### src/rtl/smte_pkg.sv
// ============================================================================
// smte_pkg: shared types and constants of the sparse matrix triplet engine
// Holds the channel payload structs, opcodes, status codes, the controller
// state type and the command/status bundles between controller and datapath.
// ============================================================================
`default_nettype none

package smte_pkg;

    localparam int MAX_NNZ_DEF = 32;
    localparam int MAX_DIM_DEF = 256;

    localparam int DIM_W  = 9;
    localparam int IDX_W  = 8;
    localparam int VAL_W  = 32;
    localparam int CFG_IW = 2;

    typedef enum logic [2:0] {
        OP_LOAD_A    = 3'd0,
        OP_LOAD_B    = 3'd1,
        OP_CLEAR     = 3'd2,
        OP_ADD       = 3'd3,
        OP_SUB       = 3'd4,
        OP_MUL       = 3'd5,
        OP_DIV       = 3'd6,
        OP_TRANSPOSE = 3'd7
    } t_opcode;

    localparam logic [2:0] ST_OK       = 3'd0;
    localparam logic [2:0] ST_ZERO     = 3'd1;
    localparam logic [2:0] ST_REJECT   = 3'd2;
    localparam logic [2:0] ST_FULL     = 3'd3;
    localparam logic [2:0] ST_MISMATCH = 3'd4;
    localparam logic [2:0] ST_OVERFLOW = 3'd5;

    localparam logic [CFG_IW-1:0] REG_A_ROWS = 2'd0;
    localparam logic [CFG_IW-1:0] REG_A_COLS = 2'd1;
    localparam logic [CFG_IW-1:0] REG_B_ROWS = 2'd2;
    localparam logic [CFG_IW-1:0] REG_B_COLS = 2'd3;

    typedef struct packed {
        logic [2:0]              opcode;
        logic [IDX_W-1:0]        row_index;
        logic [IDX_W-1:0]        col_index;
        logic signed [VAL_W-1:0] entry_value;
    } t_in;

    typedef struct packed {
        logic [IDX_W-1:0]        out_row;
        logic [IDX_W-1:0]        out_col;
        logic signed [VAL_W-1:0] out_value;
        logic                    entry_valid;
        logic [2:0]              status;
        logic                    last;
    } t_out;

    typedef struct packed {
        logic [IDX_W-1:0] row;
        logic [IDX_W-1:0] col;
        logic [VAL_W-1:0] val;
    } t_trip;

    typedef enum logic [4:0] {
        S_IDLE,
        S_DISPATCH,
        S_LOAD,
        S_CLEAR,
        S_MISMATCH,
        S_A_RD,
        S_A_GOT,
        S_A_APP,
        S_B_RD,
        S_B_GOT,
        S_MB_RD,
        S_MB_GOT,
        S_DV_BRD,
        S_DV_BGOT,
        S_DV_WAIT,
        S_ACC_START,
        S_ACC_RD,
        S_ACC_GOT,
        S_ACC_FIN,
        S_EMIT_INIT,
        S_EMIT_EMPTY,
        S_EMIT_RD,
        S_EMIT_GOT
    } t_state;

    typedef enum logic [4:0] {
        DP_NOP,
        DP_ACCEPT,
        DP_LOAD,
        DP_CLEAR,
        DP_MISMATCH,
        DP_INIT,
        DP_A_LATCH,
        DP_A_APPEND,
        DP_I_NEXT,
        DP_J_NEXT,
        DP_DIV_START,
        DP_DIV_APPEND,
        DP_MUL_KEY,
        DP_B_KEY,
        DP_ACC_INIT,
        DP_ACC_STEP,
        DP_ACC_FIN,
        DP_EMIT_INIT,
        DP_EMIT_EMPTY,
        DP_EMIT_ITEM
    } t_dp_op;

    typedef struct packed {
        t_opcode op;
        logic    dim_ok;
        logic    i_end;
        logic    j_end;
        logic    k_end;
        logic    r_empty;
        logic    emit_last;
        logic    out_free;
        logic    div_busy;
        logic    b_match;
        logic    mul_match;
        logic    acc_match;
    } t_dp_stat;

endpackage

`default_nettype wire

### src/rtl/smte_ctrl.sv
// ============================================================================
// smte_ctrl: sequencer of the sparse matrix triplet engine
// Walks the stored lists for each command and issues at most one datapath
// operation per cycle by datapath status, waiting on the output or divider.
// ============================================================================
`default_nettype none

module smte_ctrl (
    input  wire logic               i_clk,
    input  wire logic               i_rst_n,
    input  wire logic               i_in_valid,
    output logic                    o_in_stall,
    input  wire smte_pkg::t_dp_stat i_stat,
    output smte_pkg::t_dp_op        o_cmd
);
    import smte_pkg::*;

    t_state r_state;
    t_state n_state;

    always_ff @(posedge i_clk) begin
        if (!i_rst_n) begin
            r_state <= S_IDLE;
        end else begin
            r_state <= n_state;
        end
    end

    always_comb begin
        n_state = r_state;
        o_cmd   = DP_NOP;
        case (r_state)
            S_IDLE: begin
                if (i_in_valid) begin
                    o_cmd   = DP_ACCEPT;
                    n_state = S_DISPATCH;
                end
            end
            S_DISPATCH: begin
                if (i_stat.op == OP_LOAD_A || i_stat.op == OP_LOAD_B) begin
                    n_state = S_LOAD;
                end else if (i_stat.op == OP_CLEAR) begin
                    n_state = S_CLEAR;
                end else if (!i_stat.dim_ok) begin
                    n_state = S_MISMATCH;
                end else begin
                    o_cmd   = DP_INIT;
                    n_state = S_A_RD;
                end
            end
            S_LOAD: begin
                if (i_stat.out_free) begin
                    o_cmd   = DP_LOAD;
                    n_state = S_IDLE;
                end
            end
            S_CLEAR: begin
                if (i_stat.out_free) begin
                    o_cmd   = DP_CLEAR;
                    n_state = S_IDLE;
                end
            end
            S_MISMATCH: begin
                if (i_stat.out_free) begin
                    o_cmd   = DP_MISMATCH;
                    n_state = S_IDLE;
                end
            end
            S_A_RD: begin
                if (!i_stat.i_end) begin
                    n_state = S_A_GOT;
                end else if (i_stat.op == OP_ADD || i_stat.op == OP_SUB) begin
                    n_state = S_B_RD;
                end else begin
                    n_state = S_EMIT_INIT;
                end
            end
            S_A_GOT: begin
                o_cmd = DP_A_LATCH;
                case (i_stat.op)
                    OP_MUL:  n_state = S_MB_RD;
                    OP_DIV:  n_state = S_DV_BRD;
                    default: n_state = S_A_APP;
                endcase
            end
            S_A_APP: begin
                o_cmd   = DP_A_APPEND;
                n_state = S_A_RD;
            end
            S_B_RD: begin
                n_state = i_stat.j_end ? S_EMIT_INIT : S_B_GOT;
            end
            S_B_GOT: begin
                o_cmd   = DP_B_KEY;
                n_state = S_ACC_START;
            end
            S_MB_RD: begin
                if (i_stat.j_end) begin
                    o_cmd   = DP_I_NEXT;
                    n_state = S_A_RD;
                end else begin
                    n_state = S_MB_GOT;
                end
            end
            S_MB_GOT: begin
                if (i_stat.mul_match) begin
                    o_cmd   = DP_MUL_KEY;
                    n_state = S_ACC_START;
                end else begin
                    o_cmd   = DP_J_NEXT;
                    n_state = S_MB_RD;
                end
            end
            S_DV_BRD: begin
                if (i_stat.j_end) begin
                    o_cmd   = DP_I_NEXT;
                    n_state = S_A_RD;
                end else begin
                    n_state = S_DV_BGOT;
                end
            end
            S_DV_BGOT: begin
                if (i_stat.b_match) begin
                    o_cmd   = DP_DIV_START;
                    n_state = S_DV_WAIT;
                end else begin
                    o_cmd   = DP_J_NEXT;
                    n_state = S_DV_BRD;
                end
            end
            S_DV_WAIT: begin
                if (!i_stat.div_busy) begin
                    o_cmd   = DP_DIV_APPEND;
                    n_state = S_A_RD;
                end
            end
            S_ACC_START: begin
                o_cmd   = DP_ACC_INIT;
                n_state = S_ACC_RD;
            end
            S_ACC_RD: begin
                n_state = i_stat.k_end ? S_ACC_FIN : S_ACC_GOT;
            end
            S_ACC_GOT: begin
                o_cmd   = DP_ACC_STEP;
                n_state = S_ACC_RD;
            end
            S_ACC_FIN: begin
                o_cmd   = DP_ACC_FIN;
                n_state = (i_stat.op == OP_MUL) ? S_MB_RD : S_B_RD;
            end
            S_EMIT_INIT: begin
                o_cmd   = DP_EMIT_INIT;
                n_state = i_stat.r_empty ? S_EMIT_EMPTY : S_EMIT_RD;
            end
            S_EMIT_EMPTY: begin
                if (i_stat.out_free) begin
                    o_cmd   = DP_EMIT_EMPTY;
                    n_state = S_IDLE;
                end
            end
            S_EMIT_RD: begin
                n_state = S_EMIT_GOT;
            end
            S_EMIT_GOT: begin
                if (i_stat.out_free) begin
                    o_cmd   = DP_EMIT_ITEM;
                    n_state = i_stat.emit_last ? S_IDLE : S_EMIT_RD;
                end
            end
            default: begin
                n_state = S_IDLE;
            end
        endcase
    end

    assign o_in_stall = (r_state != S_IDLE);

endmodule

`default_nettype wire

### config.mk
export PLATFORM = sky130hd
export DESIGN_NAME = smte_ctrl
export DESIGN_NICKNAME = d
export VERILOG_FILES = /design/src/rtl/smte_pkg.sv /design/src/rtl/smte_ctrl.sv
export SDC_FILE = /design/constraint.sdc
export NUM_CORES = 1
export LEC_CHECK = 0
export BUFFER_PORTS_ARGS = -buffer_cell sky130_fd_sc_hd__buf_2
export CAP_MARGIN = 20
export CORE_ASPECT_RATIO = 1.1
export CORE_MARGIN = 4
export CORE_UTILIZATION = 30
export CTS_BUF_LIST = sky130_fd_sc_hd__clkbuf_4
export DETAILED_ROUTE_END_ITERATION = 16
export SYNTH_ARGS = -nofsm -noshare
export SYNTH_HDL_FRONTEND = slang
export SYNTH_SLANG_ARGS = --single-unit
export TNS_END_PERCENT = 10
### constraint.sdc
create_clock -name i_clk -period 1.6 [get_ports i_clk]
set_input_delay 0.24 -clock i_clk [delete_from_list [all_inputs] [get_ports i_clk]]
set_output_delay 0.24 -clock i_clk [all_outputs]
set_load 0.02 [all_outputs]
==> results.toml <==
[final_layout]
synthToLayoutAreaGrowth_pct = 85.3
reg_top3 = "r_state x5"
diodes = 0
final_core_util = 0.591
drive_gt1_frac = 0.565
final_net_count = 255
final_cells = 271
largest_register = "r_state"
design_area_um2 = 1830
largest_register_ff_count = 5
n_fill_cell = 289

[setup_path]
worst_setup_path_end_kind = "output pin"
crit_required_ns = 1.36
crit_buf_inv = 3
rr_worst_depth = 9
regToRegStartpoint = "r_state[1]$_SDFFE_PN0P_"
start_kind = "register"
crit_fanout = 5
cpLargestDelayFamily = "compound AO/OA/AOI/OAI gates"
cp_common_cell = "buf_6"
crit_arrival_ns = 1.62
setup.worst_path.class = "register to output pin"
r2r_slack_ns = -0.19
path_cells = "buf_6 -> buf_6 -> nand2b_4 -> nor2_2 -> a21oi_2 -> o22ai_1 -> a21oi_1 -> o21ai_2 -> buf_6"
critPathSlowestCell = "dfxtp_2"
r2r_end = "r_state[1]$_SDFFE_PN0P_"
cp_slowest_stage_delay_ns = 0.35

[power_and_ir_drop]
switching_power_mw = 0.938
p_comb_frac = 0.818
leakage_nw = 0.811
total_power_mw = 2.09
clkPwrFrac = 0.081
powerDensity_nw_per_um2 = 1140
cell_internal_pwr_mw = 1.15
power_frac_seq = 0.102
vdd_drop_max_mv = 0.412
swShare = 0.449

[hold_path]
worstHoldPathCells = 2
hp-class = "input port to register"
hold_path_end = "r_state[3]$_SDFFE_PN0P_"
hold_start = "i_rst_n"

[grt]
grt_pass1_vias = 1360
globalRouteOverflowTotal = 0
grt_antenna_before_repair = 0
grt_pass1_wl_um = 6250
grt_max_degree = 15
grt_usage = 0.184

[run_status]
violations = "negative setup slack"
status = "finished, violations left"

[clocking]
cts_buffers = 3
hold_buffers = 0
cts_tree = "yes"
clockBufferDepth = 2
h-tree-depth = 1
clock_latency_ns = 0.25
cts.sinks = 5
cts.clk_slew.worst_paths_ns = 0.05
ctsRootBufferMaster = "clkbuf_4"

[placed_design]
dp_cells = 256
place_ws_ns = -0.149
io_buffers = 21
routabilityCongestion = 0.917
dpl.hpwl_um = 3000
dpl_cell_area_um2 = 1490

[sta]
hold_viol_final = 0
finalClockSkew_ns = 0.00759
slew_violations = 0
tightest_slew_ns = 0.477
maxSlewHeadroom = 0.678
setup_violations = 9
min_period_over_period = 1.16
timing.final.ws_setup_ns = -0.256
fin_crit_ns = 1.86
max_clock_freq_ghz = 0.539
rsz0062_at_grt = "true"

[routing]
drtIter0Drc = 142
dr_total_vias = 1507
dr.pass1.iters = 4
postRouteWirelength_um = 4140
wl_per_cell_um = 15.3
routed_via_density = 5.56
antenna_left = 0
drc = 0

[synthesis]
synthTopCellsByArea = "dfxtp_1 10%, a21oi_1 8.6%, nand2b_1 6.3%"
syn-cell-area_um2 = 988
ys_seq_area_frac = 0.101
synth_top_cell_by_area = "dfxtp_1"
ys_types = 50
synthArstFlopShare = 0
synth_fp_nets = 177
ys_warn_count = 0
synth_flop_cell = "dfxtp_1"
synth-edff-count = 0
synth_cells = 160
syn_avg_cell_area_um2 = 6.18
synth_common_cells = "17 x a21oi_1, 15 x nand2_1, 15 x nor2_1"
synth.most_common_cell = "a21oi_1"
synth_top_area_frac = 0.101
ys_ff_latch = 5

[floorplanning]
initial_core_util = 0.319
rows = 21
dieArea_um2 = 4280
die_w_um = 62.7
io_pins = 23
fp.dieH_um = 68.2
core_um2 = 3100

[run]
cap_violations = 0
layout by cell type, fill, tap and decap left out, drive strengths merged, types with 2 or more instances in the layout:
cell,netlist,final
o32ai,2,2
inv,9,9
nand2,15,15
a21oi,18,18
dfxtp,5,5
o2bb2ai,2,2
nor2,15,15
clkbuf,5,4
nor3b,2,2
nor3,4,4
or2,2,2
nand3,5,5
a31oi,2,2
nand4,2,2
and3,4,4
buf,7,85
a32o,2,2
nand2b,10,10
nor2b,4,4
o21ai,14,14
a221oi,2,2
o22ai,8,8
o211ai,2,2
mux2i,2,2
logic make-up after synthesis:
kind of cell | count (synthesis) | share of synthesized area
buffers and inverters | 21 | 0.0949
AOI/OAI and AO/OA | 63 | 0.413
xor gates and xnor gates | 1 | 0.00886
and+or+nand+nor | 68 | 0.362
muxes | 2 | 0.0203
DFF | 5 | 0.101
worst reg2reg max path, stage by stage (launching register included):
cell and delay, ns:
dfxtp_2 0.35, buf_6 0.14, buf_6 0.11, nand2b_4 0.06, and3_4 0.14, o211ai_1 0.16, o211ai_1 0.21, buf_4 0.19
a221oi_2 0.23, nor2b_1 0.07
worst max-delay path by stage:
stage	from	slack, ns	cells past startpoint	end
after floorplan	r_state[3]$_SDFFE_PN0P_	-0.05	6	r_state[0]$_SDFFE_PN0P_
after global placement	i_stat[11]	-0.12	7	r_state[0]$_SDFFE_PN0P_
after detailed placement	r_state[2]$_SDFFE_PN0P_	-0.15	6	r_state[0]$_SDFFE_PN0P_
after CTS	r_state[1]$_SDFFE_PN0P_	-0.19	7	o_cmd[1]
after global routing	r_state[1]$_SDFFE_PN0P_	-0.27	8	o_cmd[2]
final	r_state[1]$_SDFFE_PN0P_	-0.26	9	o_cmd[0]
area by class of cell:
cell class              instances  area, um^2  area share
repair buffers                 85         656       0.358
well taps                      34        42.5      0.0232
flip-flops and latches          5         114      0.0622
inverters                       9        36.3      0.0198
multi-input cells             134         953       0.520
clock buffers                   4        30.0      0.0164
per-layer routing:
layer  up-vias  track usage  part of all wire
met5         -            0                 0
met4         0       0.0882             0.017
met3         6       0.0197             0.045
met2        49        0.328              0.52
met1       704        0.225              0.42
li1        748            -                 -
power by group through the flow:
stage / logic (mW) / clock network, mW / registers, mW
2_1_floorplan: 0.758 / 0 / 0.175
3_3_place_gp: 1.33 / 0 / 0.193
3_5_place_dp: 1.33 / 0 / 0.192
4_1_cts: 1.48 / 0.172 / 0.205
5_1_grt: 1.82 / 0.182 / 0.215
6_report: 1.71 / 0.168 / 0.212
stage by stage:
| step | hold slack, ns | setup TNS [ns] |
|---|---|---|
| 6_report | 0.259 | -1.48 |
| 5_1_grt | 0.266 | -2.08 |
| 2_1_floorplan | 0.358 | -0.110 |
| 3_3_place_gp | 0.505 | -0.668 |
| 3_5_place_dp | 0.505 | -0.752 |
| 4_1_cts | 0.249 | -1.34 |
what timing repair did:
item / 4_1_cts / 5_1_grt
pin swaps: 10 / 11
buffers inserted: 3 / 7
hold endpoints to repair: 0 / 0
gates cloned: 0 / 1
endpoints found under the setup margin: 11 / 10
resized for setup: 32 / 30
Power figures use the tool's default switching activity.
